## src/hdl/dkdt_pkg.sv

```systemverilog
// Shared types, constants and elaboration-time table functions for the
// debounced key tone generator. No dependencies.
package dkdt_pkg;

  localparam int NUM_KEYS  = 7;
  localparam int KEY_IDX_W = 3;
  localparam int CNT_W     = 3;
  localparam int STEP_W    = 28;
  localparam int DAC_W     = 16;
  localparam int LEVEL_W   = 12;

  localparam int SHORT_HISTORY_DEF = 8;
  localparam int LONG_HISTORY_DEF  = 10;
  localparam int TABLE_DEPTH_DEF   = 256;
  localparam int PHASE_BITS_DEF    = 32;

  localparam int QUEUE_DEPTH = 4;
  localparam int QPTR_W      = 2;
  localparam int QCNT_W      = 3;

  localparam longint unsigned SAMPLE_RATE_HZ = 64'd25000;
  localparam longint unsigned HALF_PI_Q30    = 64'd1686629713;
  localparam longint unsigned SINE_AMPL      = 64'd2047;
  localparam logic [3:0]      DAC_CMD_A      = 4'h3;

  typedef enum logic {
    REQ_KEY_SCAN    = 1'b0,
    REQ_SAMPLE_TICK = 1'b1
  } req_type_t;

  typedef struct packed {
    req_type_t             req_type;
    logic [NUM_KEYS-1:0]   pressed;
    logic [CNT_W-1:0]      count;
    logic [KEY_IDX_W-1:0]  hi_key;
    logic [KEY_IDX_W-1:0]  lo_key;
  } key_item_t;

  function automatic longint unsigned note_hz(int unsigned key);
    longint unsigned f;
    unique case (key)
      0:       f = 64'd698;
      1:       f = 64'd784;
      2:       f = 64'd880;
      3:       f = 64'd988;
      4:       f = 64'd1047;
      5:       f = 64'd1175;
      6:       f = 64'd1319;
      default: f = 64'd0;
    endcase
    return f;
  endfunction

  function automatic longint unsigned note_step(int unsigned key, int unsigned phase_bits);
    return (note_hz(key) << phase_bits) / SAMPLE_RATE_HZ;
  endfunction

  // Offset-binary DAC level for table entry k of a 2**lg entry table.
  function automatic logic [LEVEL_W-1:0] sine_level(int unsigned k, int unsigned lg);
    longint unsigned d;
    longint unsigned a;
    longint unsigned x;
    longint unsigned x2;
    longint unsigned term;
    longint unsigned mag;
    longint          sum;
    longint          s;
    logic            neg;
    d   = 64'd1 << lg;
    a   = 64'd4 * longint'(k);
    neg = 1'b0;
    if (a > 2 * d) begin
      neg = 1'b1;
      a   = 4 * d - a;
    end
    if (a > d) begin
      a = 2 * d - a;
    end
    if (a == 0) begin
      mag = 0;
    end else if (a == d) begin
      mag = SINE_AMPL;
    end else begin
      x    = (HALF_PI_Q30 * a) >> lg;
      x2   = (x * x) >> 30;
      term = x;
      sum  = longint'(x);
      for (int n = 1; n <= 8; n++) begin
        term = (term * x2) >> 30;
        unique case (n)
          1:       term = term / 64'd6;
          2:       term = term / 64'd20;
          3:       term = term / 64'd42;
          4:       term = term / 64'd72;
          5:       term = term / 64'd110;
          6:       term = term / 64'd156;
          7:       term = term / 64'd210;
          default: term = term / 64'd272;
        endcase
        if ((n % 2) == 1) begin
          sum = sum - longint'(term);
        end else begin
          sum = sum + longint'(term);
        end
      end
      if (sum < 0) begin
        sum = 0;
      end
      mag = (SINE_AMPL * longint'(sum)) >> 30;
      if (mag > SINE_AMPL) begin
        mag = SINE_AMPL;
      end
    end
    s = neg ? -longint'(mag) : longint'(mag);
    s = s + 2048;
    return s[LEVEL_W-1:0];
  endfunction

endpackage

```

## src/hdl/debounced_keys_to_dds_tone_top.sv

```systemverilog
// Debounced key tone generator top: front end, queue, DDS back end.
// An accepted item passes the queue, the b stage and the output register in turn.
// Throughput: one transaction per cycle (one queue pop) unless out_ready stalls.
// Reset (synchronous, active low) clears key history, phase, step and all valids.
// Depends on dkdt_pkg, dkdt_front, dkdt_queue, dkdt_back.
module debounced_keys_to_dds_tone_top #(
  parameter int SHORT_HISTORY = dkdt_pkg::SHORT_HISTORY_DEF,
  parameter int LONG_HISTORY  = dkdt_pkg::LONG_HISTORY_DEF,
  parameter int TABLE_DEPTH   = dkdt_pkg::TABLE_DEPTH_DEF,
  parameter int PHASE_BITS    = dkdt_pkg::PHASE_BITS_DEF
) (
  input  logic                          clk,
  input  logic                          rst_n,
  input  logic                          in_valid,
  output logic                          in_ready,
  input  logic                          in_req_type,
  input  logic [dkdt_pkg::NUM_KEYS-1:0] in_key_levels,
  output logic                          out_valid,
  input  logic                          out_ready,
  output logic [dkdt_pkg::DAC_W-1:0]    out_dac_word,
  output logic [dkdt_pkg::NUM_KEYS-1:0] out_pressed_keys,
  output logic [dkdt_pkg::CNT_W-1:0]    out_note_count,
  output logic [dkdt_pkg::STEP_W-1:0]   out_main_step,
  output logic [dkdt_pkg::STEP_W-1:0]   out_second_step
);
  import dkdt_pkg::*;

  logic      q_push;
  logic      q_ready;
  logic      q_pop;
  logic      q_valid;
  key_item_t q_item;
  key_item_t q_head;

  dkdt_front #(
    .SHORT_HISTORY (SHORT_HISTORY),
    .LONG_HISTORY  (LONG_HISTORY)
  ) u_front (
    .clk           (clk),
    .rst_n         (rst_n),
    .in_valid      (in_valid),
    .in_ready      (in_ready),
    .in_req_type   (in_req_type),
    .in_key_levels (in_key_levels),
    .q_push        (q_push),
    .q_item        (q_item),
    .q_ready       (q_ready)
  );

  dkdt_queue u_queue (
    .clk     (clk),
    .rst_n   (rst_n),
    .q_push  (q_push),
    .q_item  (q_item),
    .q_ready (q_ready),
    .q_pop   (q_pop),
    .q_valid (q_valid),
    .q_head  (q_head)
  );

  dkdt_back #(
    .TABLE_DEPTH (TABLE_DEPTH),
    .PHASE_BITS  (PHASE_BITS)
  ) u_back (
    .clk              (clk),
    .rst_n            (rst_n),
    .q_valid          (q_valid),
    .q_head           (q_head),
    .q_pop            (q_pop),
    .out_valid        (out_valid),
    .out_ready        (out_ready),
    .out_dac_word     (out_dac_word),
    .out_pressed_keys (out_pressed_keys),
    .out_note_count   (out_note_count),
    .out_main_step    (out_main_step),
    .out_second_step  (out_second_step)
  );

endmodule

```

## src/hdl/dkdt_front.sv

```systemverilog
// Front end: accepts transactions, debounces key scans and classifies them.
// Depends on dkdt_pkg.
module dkdt_front #(
  parameter int SHORT_HISTORY = dkdt_pkg::SHORT_HISTORY_DEF,
  parameter int LONG_HISTORY  = dkdt_pkg::LONG_HISTORY_DEF
) (
  input  logic                          clk,
  input  logic                          rst_n,
  input  logic                          in_valid,
  output logic                          in_ready,
  input  logic                          in_req_type,
  input  logic [dkdt_pkg::NUM_KEYS-1:0] in_key_levels,
  output logic                          q_push,
  output dkdt_pkg::key_item_t           q_item,
  input  logic                          q_ready
);
  import dkdt_pkg::*;

  localparam int HIST_W = (LONG_HISTORY > SHORT_HISTORY) ? LONG_HISTORY : SHORT_HISTORY;

  logic [HIST_W-1:0]    hist_r   [NUM_KEYS];
  logic [HIST_W-1:0]    hist_nxt [NUM_KEYS];
  logic [NUM_KEYS-1:0]  pressed;
  logic [CNT_W-1:0]     cnt;
  logic [KEY_IDX_W-1:0] hi_key;
  logic [KEY_IDX_W-1:0] lo_key;
  req_type_t            req;

  assign req      = req_type_t'(in_req_type);
  assign in_ready = q_ready;
  assign q_push   = in_valid && q_ready;

  for (genvar g = 0; g < NUM_KEYS; g++) begin : g_key
    localparam int NEED = (g == NUM_KEYS - 1) ? LONG_HISTORY : SHORT_HISTORY;
    assign pressed[g]  = !in_key_levels[g] && (hist_r[g][NEED-1:0] == '0);
    assign hist_nxt[g] = HIST_W'({hist_r[g], in_key_levels[g]});

    always_ff @(posedge clk) begin
      if (!rst_n) begin
        hist_r[g] <= '0;
      end else if (q_push && req == REQ_KEY_SCAN) begin
        hist_r[g] <= hist_nxt[g];
      end
    end
  end

  always_comb begin
    cnt    = '0;
    hi_key = '0;
    lo_key = '0;
    for (int k = 0; k < NUM_KEYS; k++) begin
      if (pressed[k]) begin
        if (cnt == '0) begin
          lo_key = KEY_IDX_W'(k);
        end
        hi_key = KEY_IDX_W'(k);
        cnt    = cnt + 1'b1;
      end
    end
  end

  always_comb begin
    q_item.req_type = req;
    q_item.pressed  = pressed;
    q_item.count    = cnt;
    q_item.hi_key   = hi_key;
    q_item.lo_key   = lo_key;
  end

endmodule

```

## src/hdl/dkdt_queue.sv

```systemverilog
// Short FIFO of classified items between front and back end.
// Depends on dkdt_pkg.
module dkdt_queue (
  input  logic                clk,
  input  logic                rst_n,
  input  logic                q_push,
  input  dkdt_pkg::key_item_t q_item,
  output logic                q_ready,
  input  logic                q_pop,
  output logic                q_valid,
  output dkdt_pkg::key_item_t q_head
);
  import dkdt_pkg::*;

  key_item_t           mem_r [QUEUE_DEPTH];
  logic [QPTR_W-1:0]   wr_ptr_r;
  logic [QPTR_W-1:0]   rd_ptr_r;
  logic [QCNT_W-1:0]   cnt_r;
  logic [QCNT_W-1:0]   cnt_nxt;

  assign q_ready = (cnt_r != QCNT_W'(QUEUE_DEPTH));
  assign q_valid = (cnt_r != '0);
  assign q_head  = mem_r[rd_ptr_r];

  always_comb begin
    cnt_nxt = cnt_r;
    if (q_push && !q_pop) begin
      cnt_nxt = cnt_r + 1'b1;
    end else if (!q_push && q_pop) begin
      cnt_nxt = cnt_r - 1'b1;
    end
  end

  always_ff @(posedge clk) begin
    if (!rst_n) begin
      wr_ptr_r <= '0;
      rd_ptr_r <= '0;
      cnt_r    <= '0;
    end else begin
      cnt_r <= cnt_nxt;
      if (q_push) begin
        wr_ptr_r <= wr_ptr_r + 1'b1;
      end
      if (q_pop) begin
        rd_ptr_r <= rd_ptr_r + 1'b1;
      end
    end
  end

  always_ff @(posedge clk) begin
    if (q_push) begin
      mem_r[wr_ptr_r] <= q_item;
    end
  end

  a_push_not_full: assert property (@(posedge clk) disable iff (!rst_n)
    q_push |-> cnt_r != QCNT_W'(QUEUE_DEPTH))
    else $error("queue push while full");
  a_pop_not_empty: assert property (@(posedge clk) disable iff (!rst_n)
    q_pop |-> cnt_r != '0)
    else $error("queue pop while empty");

endmodule

```

## src/hdl/dkdt_back.sv

```systemverilog
// Back end: note step selection, phase accumulator, sine ROM and result register.
// Depends on dkdt_pkg.
module dkdt_back #(
  parameter int TABLE_DEPTH = dkdt_pkg::TABLE_DEPTH_DEF,
  parameter int PHASE_BITS  = dkdt_pkg::PHASE_BITS_DEF
) (
  input  logic                          clk,
  input  logic                          rst_n,
  input  logic                          q_valid,
  input  dkdt_pkg::key_item_t           q_head,
  output logic                          q_pop,
  output logic                          out_valid,
  input  logic                          out_ready,
  output logic [dkdt_pkg::DAC_W-1:0]    out_dac_word,
  output logic [dkdt_pkg::NUM_KEYS-1:0] out_pressed_keys,
  output logic [dkdt_pkg::CNT_W-1:0]    out_note_count,
  output logic [dkdt_pkg::STEP_W-1:0]   out_main_step,
  output logic [dkdt_pkg::STEP_W-1:0]   out_second_step
);
  import dkdt_pkg::*;

  localparam int IDX_W = $clog2(TABLE_DEPTH);

  logic [LEVEL_W-1:0]    sine_tab [TABLE_DEPTH];
  logic [PHASE_BITS-1:0] step_tab [NUM_KEYS];

  logic                  en;
  logic [PHASE_BITS-1:0] phase_r;
  logic [PHASE_BITS-1:0] phase_nxt;
  logic [PHASE_BITS-1:0] active_step_r;
  logic [PHASE_BITS-1:0] main_nxt;
  logic [PHASE_BITS-1:0] second_nxt;
  logic                  is_tick;

  logic                  b_valid_r;
  req_type_t             b_type_r;
  logic [NUM_KEYS-1:0]   b_pressed_r;
  logic [CNT_W-1:0]      b_count_r;
  logic [STEP_W-1:0]     b_main_r;
  logic [STEP_W-1:0]     b_second_r;
  logic [IDX_W-1:0]      b_idx_r;

  logic                  out_valid_r;
  logic [DAC_W-1:0]      out_dac_r;
  logic [NUM_KEYS-1:0]   out_pressed_r;
  logic [CNT_W-1:0]      out_count_r;
  logic [STEP_W-1:0]     out_main_r;
  logic [STEP_W-1:0]     out_second_r;

  for (genvar g = 0; g < TABLE_DEPTH; g++) begin : g_rom
    assign sine_tab[g] = sine_level(g, IDX_W);
  end
  for (genvar g = 0; g < NUM_KEYS; g++) begin : g_step
    assign step_tab[g] = PHASE_BITS'(note_step(g, PHASE_BITS));
  end

  assign en      = !out_valid_r || out_ready;
  assign q_pop   = en && q_valid;
  assign is_tick = (q_head.req_type == REQ_SAMPLE_TICK);

  assign phase_nxt = phase_r + active_step_r;

  always_comb begin
    main_nxt   = '0;
    second_nxt = '0;
    if (q_head.count == CNT_W'(1) || q_head.count == CNT_W'(2)) begin
      main_nxt = step_tab[q_head.hi_key];
    end
    if (q_head.count == CNT_W'(2)) begin
      second_nxt = step_tab[q_head.lo_key];
    end
  end

  always_ff @(posedge clk) begin
    if (!rst_n) begin
      phase_r       <= '0;
      active_step_r <= '0;
      b_valid_r     <= 1'b0;
      out_valid_r   <= 1'b0;
    end else if (en) begin
      b_valid_r   <= q_pop;
      out_valid_r <= b_valid_r;
      if (q_pop) begin
        if (is_tick) begin
          phase_r <= phase_nxt;
        end else begin
          active_step_r <= main_nxt;
        end
      end
    end
  end

  always_ff @(posedge clk) begin
    if (en) begin
      if (q_pop) begin
        b_type_r    <= q_head.req_type;
        b_pressed_r <= is_tick ? '0 : q_head.pressed;
        b_count_r   <= is_tick ? '0 : q_head.count;
        b_main_r    <= is_tick ? '0 : STEP_W'(main_nxt);
        b_second_r  <= is_tick ? '0 : STEP_W'(second_nxt);
        b_idx_r     <= phase_nxt[PHASE_BITS-1 -: IDX_W];
      end
      out_dac_r     <= (b_type_r == REQ_SAMPLE_TICK) ? {DAC_CMD_A, sine_tab[b_idx_r]} : '0;
      out_pressed_r <= b_pressed_r;
      out_count_r   <= b_count_r;
      out_main_r    <= b_main_r;
      out_second_r  <= b_second_r;
    end
  end

  assign out_valid        = out_valid_r;
  assign out_dac_word     = out_dac_r;
  assign out_pressed_keys = out_pressed_r;
  assign out_note_count   = out_count_r;
  assign out_main_step    = out_main_r;
  assign out_second_step  = out_second_r;

  a_tick_clean: assert property (@(posedge clk) disable iff (!rst_n)
    out_valid_r && out_dac_r != '0 |-> out_pressed_r == '0 && out_count_r == '0
      && out_main_r == '0)
    else $error("sample result carries key fields");
  a_second_pair: assert property (@(posedge clk) disable iff (!rst_n)
    out_valid_r && out_second_r != '0 |-> out_count_r == CNT_W'(2))
    else $error("second step without a key pair");
  a_main_count: assert property (@(posedge clk) disable iff (!rst_n)
    out_valid_r && out_main_r != '0 |-> out_count_r == CNT_W'(1) || out_count_r == CNT_W'(2))
    else $error("main step with wrong key count");

endmodule
```

## config.mk

```make
export PLATFORM = sky130hd
export DESIGN_NAME = debounced_keys_to_dds_tone_top
export DESIGN_NICKNAME = d
export VERILOG_FILES = /design/src/hdl/dkdt_pkg.sv /design/src/hdl/debounced_keys_to_dds_tone_top.sv /design/src/hdl/dkdt_front.sv /design/src/hdl/dkdt_queue.sv /design/src/hdl/dkdt_back.sv
export SDC_FILE = /design/constraint.sdc
export NUM_CORES = 1
export LEC_CHECK = 0
export BUFFER_PORTS_ARGS = -buffer_cell sky130_fd_sc_hd__buf_4
export CELL_PAD_IN_SITES_DETAIL_PLACEMENT = 0
export CELL_PAD_IN_SITES_GLOBAL_PLACEMENT = 1
export CORE_MARGIN = 5
export CORE_UTILIZATION = 46
export CTS_BUF_LIST = sky130_fd_sc_hd__clkbuf_8
export CTS_CLUSTER_DIAMETER = 150
export DETAILED_ROUTE_END_ITERATION = 8
export GPL_TIMING_DRIVEN = 0
export PLACE_DENSITY_LB_ADDON = 0.1
export SYNTH_ARGS = -nofsm -noshare
export SYNTH_HDL_FRONTEND = slang
export SYNTH_HIERARCHICAL = 1
export SYNTH_SLANG_ARGS = --single-unit
```

## constraint.sdc

```tcl
create_clock -name clk -period 6.2 [get_ports clk]
set_input_delay 1.55 -clock clk [delete_from_list [all_inputs] [get_ports clk]]
set_output_delay 1.55 -clock clk [all_outputs]
set_load 0.1 [all_outputs]
```

* Word-level counts from Yosys, hierarchy flattened
Memories as Yosys holds them, arrays and structs flattened. A register that Yosys moved wholly into a read port is not among the register bits. Index checks and enable logic that the tools add are counted.
Word-level totals: bits in read-only memories 3584, flip-flop bits (word level) 202, bits of input ports 12, memories kept 5, memory bits (writable) 138
Operators by class: add/subtract/negate cells 11, reductions and logical operators 43, multiplexer cells 48, order comparisons 2, equality and inequality tests 3, bitwise gates (word level) 13
Memory list:
- (name not given) | words 256, bits a word 12, read ports 1, clocked after Yosys merged registers in 0, write ports 0, RTL line dkdt_back.sv:103 | out_dac_r <= (b_type_r == REQ_SAMPLE_TICK) ? {DAC_CMD_A, sine_tab[b_idx_r]} : '0;
- (name not given) | words 8, bits a word 32, read ports 1, clocked after Yosys merged registers in 0, write ports 0, RTL line dkdt_back.sv:67 | main_nxt = step_tab[q_head.hi_key];
- (name not given) | words 8, bits a word 32, read ports 1, clocked after Yosys merged registers in 1, write ports 0, RTL line dkdt_back.sv:70 | second_nxt = step_tab[q_head.lo_key];
- u_front.hist_r | words 7, bits a word 10, read ports 7, clocked after Yosys merged registers in 0, write ports 7, RTL line dkdt_front.sv:21 | logic [HIST_W-1:0] hist_r [NUM_KEYS];
- u_queue.mem_r | words 4, bits a word 17, read ports 1, clocked after Yosys merged registers in 1, write ports 1, RTL line dkdt_queue.sv:15 | key_item_t mem_r [QUEUE_DEPTH];
Operators with widths (count):
- two-way mux 32 bit | 3
- two-way mux 10 bit | 7
- two-way mux 3 bit | 22
- zero test 8 bit | 6
- adder 32 bit | 1
- two-way mux 12 bit | 2
- adder 3 x 1 -> 3 bit (second input constant) | 6
- zero test 3 bit | 6
- two-way mux 14 bit | 1
- logical AND 1 bit | 12
- zero test 1 bit | 10
- zero test 10 bit | 1
- greater-or-equal comparator 9 bit (second input constant) | 1
- two-way mux 1 bit | 9
- inverter 8 -> 9 bit | 1
- two-way mux 2 bit | 4
- inverter 3 -> 4 bit | 2
- bitwise OR 1 bit | 7
- AND reduction 3 bit | 2
- adder 2 x 1 -> 2 bit (second input constant) | 2
- greater-or-equal comparator 4 bit (second input constant) | 1
- equality test 3 x 1 -> 1 bit (second input constant) | 1
- equality test 3 x 2 -> 1 bit (second input constant) | 1
- != test 3 bit (second input constant) | 1
- other kinds (8) | 11

* Depth between registers and ports, before layout
An unclocked memory read counts as a cell.
word-level depth 17, mapped depth 20, mapped depth without buffers 20

* By module
The synthesis kept the hierarchy.
Modules (own cells, without submodules):
- dkdt_back | cells an instance 1245, times used 1, area each 11761.3 um^2
- dkdt_queue | cells an instance 133, times used 1, area each 2939.1 um^2
- dkdt_front | cells an instance 222, times used 1, area each 2847.7 um^2

* Worst setup path before layout
No wires, ideal clock.
kind input-to-reg, start input in_valid, end memory u_front/hist_r[0][0] (netlist bit) (enable), stages on the path 2, library setup time 0.554 ns, arrival time 5.714 ns, setup slack -0.068 ns, required time 5.646 ns, cells stage by stage nand2_1 o21ai_0
RTL lines:
- from (decl) | RTL line debounced_keys_to_dds_tone_top.sv:14 | input logic in_valid,
- to (decl) | RTL line dkdt_front.sv:21

==> flow_summary_export.csv <==
group,metric,value,unit
global_routing,grt_max_degree,70,
logic_synthesis,synth_cell_types,100,
global_routing,grt_overflow,0,
critical_path,critPathCaptureType,"register",
hold_path,whs_endpoint,"u_back/out_pressed_keys[3]$_DFFE_PN_",
sta,clock.fmax,205,MHz
clock_network,clkTransAtPathRegs,0.06,ns
routing,antenna_left,0,
clock_network,cts_buffers,54,
critical_path,crit_type,"in -> reg",
final_layout,layout.nets,1835,
job,max_cap_viol_count,0,
clock_network,h-tree-depth,2,
die,die_w,205,microns
logic_synthesis,synth-edff-count,260,
clock_network,hold_buffers,0,
sta,skew,0.0485,ns
placed_design,dp_hpwl,38700,microns
logic_synthesis,ys_ff_latch,326,
die,io_pins,96,
clock_network,tritoncts,"yes",
logic_synthesis,ys_async_sr_fraction,0,%
die,dieArea,42200,sq um
logic_synthesis,synthFlopType,"edfxtp_1",
placed_design,port_buffers,91,
clock_network,clock_sinks,326,
routing,via_per_inst,5.92,
final_layout,syn_to_final_growth,14.9,%
critical_path,crit_required,6.56,ns
global_routing,grt_pass1_wl,80900,microns
hold_path,worstHoldPathCells,0,
routing,first_iter_violations,1286,
final_layout,fin_area,20200,sq um
routing,vias,13700,
sta,slew_viol_final,0,
critical_path,rrSetupSlack,1.75,ns
logic_synthesis,syn_area_per_cell,11.0,sq um
sta,layout_min_cycle_time,4.87,ns
critical_path,crit_arrival,5.23,ns
clock_network,post-cts-setup-buffers,0,
clock_network,root_buffer,"clkbuf_8",
die,die_h,205,microns
final_layout,drive_gt1_share,16.9,%
sta,finalSetupViolCount,0,
global_routing,grt_pass1_vias,13300,
placed_design,dpl_cell_area,19000,sq um
die,initial_core_util,46.6,%
hold_path,hp-class,"reg -> reg",
hold_path,hp-start,"u_back/b_pressed_r[3]$_SDFFCE_PP0P_",
logic_synthesis,synthSimpleGateAreaFrac,16.5,%
critical_path,reg2reg_depth,18,
critical_path,cpPeakStageDelay,0.34,ns
routing,wl,53600,microns
logic_synthesis,synthMuxAreaShare,4.19,%
logic_synthesis,synth_warnings,6,
routing,wl_per_cell,23.2,microns
clock_network,cts_resized,0,
sta,period_share,78.6,%
clock_network,clk_latency,0.65,ns
critical_path,r2r_start,"u_front/hist_r[1][5]$_SDFFCE_PN0P_",
final_layout,diodes,0,
logic_synthesis,synth_top_family_by_area,"simple AND/OR/NAND/NOR gates",
sta,relSlewSlack,11.5,%
critical_path,crit_chain,"buf_4, nor2_1, nand3_1, inv_1, ha_1, xnor2_4, inv_1, ha_1, nand4_1, a21boi_0, inv_1, ha_1, inv_1, mux2i_1, a21oi_1, nor3_2, nor2_1, ha_1, mux2_2",
logic_synthesis,ys_seq_area_share,52.0,%
die,core-area,37700,sq um
global_routing,antenna_found_initial,0,
logic_synthesis,synth_compound_area_share,15.3,%
die,num_rows,71,
logic_synthesis,synth.cell_area,17500,sq um
global_routing,grt_use_total,25.1,%
sta,tightest_slew,1.32,ns
routing,drc,0,
clock_network,clockBufferDepth,3,
sta,hold_viol_final,0,
placed_design,gp_congestion,1.01,
critical_path,path_max_fanout,7,
routing,dr.pass1.iters,5,
logic_synthesis,synthCells,1600,
critical_path,r2r-end,"u_queue/mem_r[0][7]$_DFFE_PP_",
logic_synthesis,synthAdderAreaFrac,5.01,%
sta,rsz0062_at_grt,"no",
status,run_status,"completed",
critical_path,crit_slowest_cell,"a21oi_1",
critical_path,start_kind,"input pin",
logic_synthesis,synth_xor_area_share,2.30,%
[layer usage]
metal	wire (microns)	global-route usage (%)	vias up
li1	-	-	6266
met1	22900	34.0	6564
met2	23700	38.9	660
met3	4560	6.16	178
met4	2460	10.5	0
met5	0	0	-
[flip-flops by register name, summed over array words and instances, names as in the netlist, 8 cells and up, named ones only]
register / flops
u_back/active_step_r: 23
u_back/b_idx_r: 8
u_back/b_main_r: 23
u_back/b_second_r: 23
u_back/out_dac_word: 13
u_back/out_main_step: 23
u_back/out_second_step: 23
u_back/phase_r: 32
u_front/hist_r: 58
u_queue/mem_r: 68
[Yosys cell counts, types with 11 or more instances]
cell	number	area, sq um
buf_4	18	135
nand2b_1	19	119
buf_1	13	48.8
a311oi_1	11	96.3
clkbuf_1	46	173
a21o_1	11	82.6
and2_1	86	538
nand4_1	18	113
nand3_1	40	200
nor2_1	102	383
a21oi_1	107	536
ha_1	67	838
dfxtp_1	66	1320
nor3_1	37	185
xnor2_1	22	193
a211oi_1	32	240
o211ai_1	13	97.6
o21ai_0	76	380
inv_1	35	131
o31ai_1	11	82.6
a21boi_0	17	128
nor4_1	12	75.1
xor2_1	14	123
nand2_1	136	510
mux4_2	18	405
buf_2	34	170
nor2b_1	51	319
edfxtp_1	260	7810
or3_1	11	68.8
a31oi_1	16	100
o21ai_1	11	55.1
[stage by stage]
stage	hold WS, ns	cells	utilization [%]	setup WS [ns]	TNS [ns]
after floorplan	0.400	1603	-	0.347	0
after global placement	0.401	2205	50.1	-2.13	-102.62
after detailed placement	0.405	2209	50.4	0.702	0
after CTS	0.418	2309	53.5	1.38	0
after global routing	0.420	2309	53.5	1.04	0
final	0.414	2309	53.5	1.33	0
[how the worst max path moves through the flow]
stage | startpoint | end | slack, ns | cells after the start
floorplan | out_ready | u_back/phase_r[22]$_SDFFE_PN0P_ | 0.35 | 8
global placement | out_ready | u_back/phase_r[7]$_SDFFE_PN0P_ | -2.13 | 10
detailed placement | in_key_levels[1] | u_queue/mem_r[1][7]$_DFFE_PP_ | 0.70 | 19
CTS | in_key_levels[0] | u_queue/mem_r[0][7]$_DFFE_PP_ | 1.38 | 19
global route | in_key_levels[0] | u_queue/mem_r[1][8]$_DFFE_PP_ | 1.04 | 20
finish | in_key_levels[1] | u_queue/mem_r[0][7]$_DFFE_PP_ | 1.33 | 19
[area by class of cell]
| type | instances | area (sq um) |
|---|---|---|
| multi-input cells | 1114 | 7630 |
| well taps | 511 | 639 |
| inverters | 42 | 163 |
| clock buffers | 60 | 826 |
| clock inverters | 40 | 332 |
| flip-flops and latches | 326 | 9130 |
| repair buffers | 95 | 786 |
| plain buffers | 121 | 656 |
| fillers | 3450 | 17500 |
[logic make-up after synthesis]
logic type | after synthesis
other | 1
buffers and inverters | 163
adder cells (fa/ha/maj) | 69
XOR/XNOR | 40
flip-flops | 326
AND/OR/NAND/NOR | 558
multiplexers | 39
AO/OA/AOI/OAI | 404
[worst max-delay path, delay by kind of cell]
family	cells	cell delay [ns]
fa+ha+maj	4	1.15
simple gates	5	0.67
compound gates	2	0.61
buf+inv	5	0.57
mux	2	0.36
xor+xnor	1	0.32
[placed cells by master, fill, tap and decap left out, drive strengths merged, types with 8 or more instances in the layout]
cell,synthesis,layout
ha,67,67
dfxtp,66,66
nor3,38,38
or3,11,11
nand2,136,136
a21oi,111,111
edfxtp,260,260
nor4,15,15
or2,10,10
nand3,42,42
o31ai,11,11
nand4,18,18
mux2i,10,10
a311oi,11,11
nor2,103,103
xnor2,26,26
buf,70,165
a31oi,19,19
a21boi,22,22
nand2b,19,19
a211oi,34,34
and2,86,86
o211ai,13,13
nor2b,52,52
inv,39,60
clkbuf,50,110
o311ai,8,8
mux4,25,25
clkinv,3,15
and3,10,10
a22oi,10,10
o21ai,87,87
a21o,11,11
xor2,14,14
Power is not shown: default switching activity piles up to over one toggle a cycle in this logic, so the estimate is an artifact.
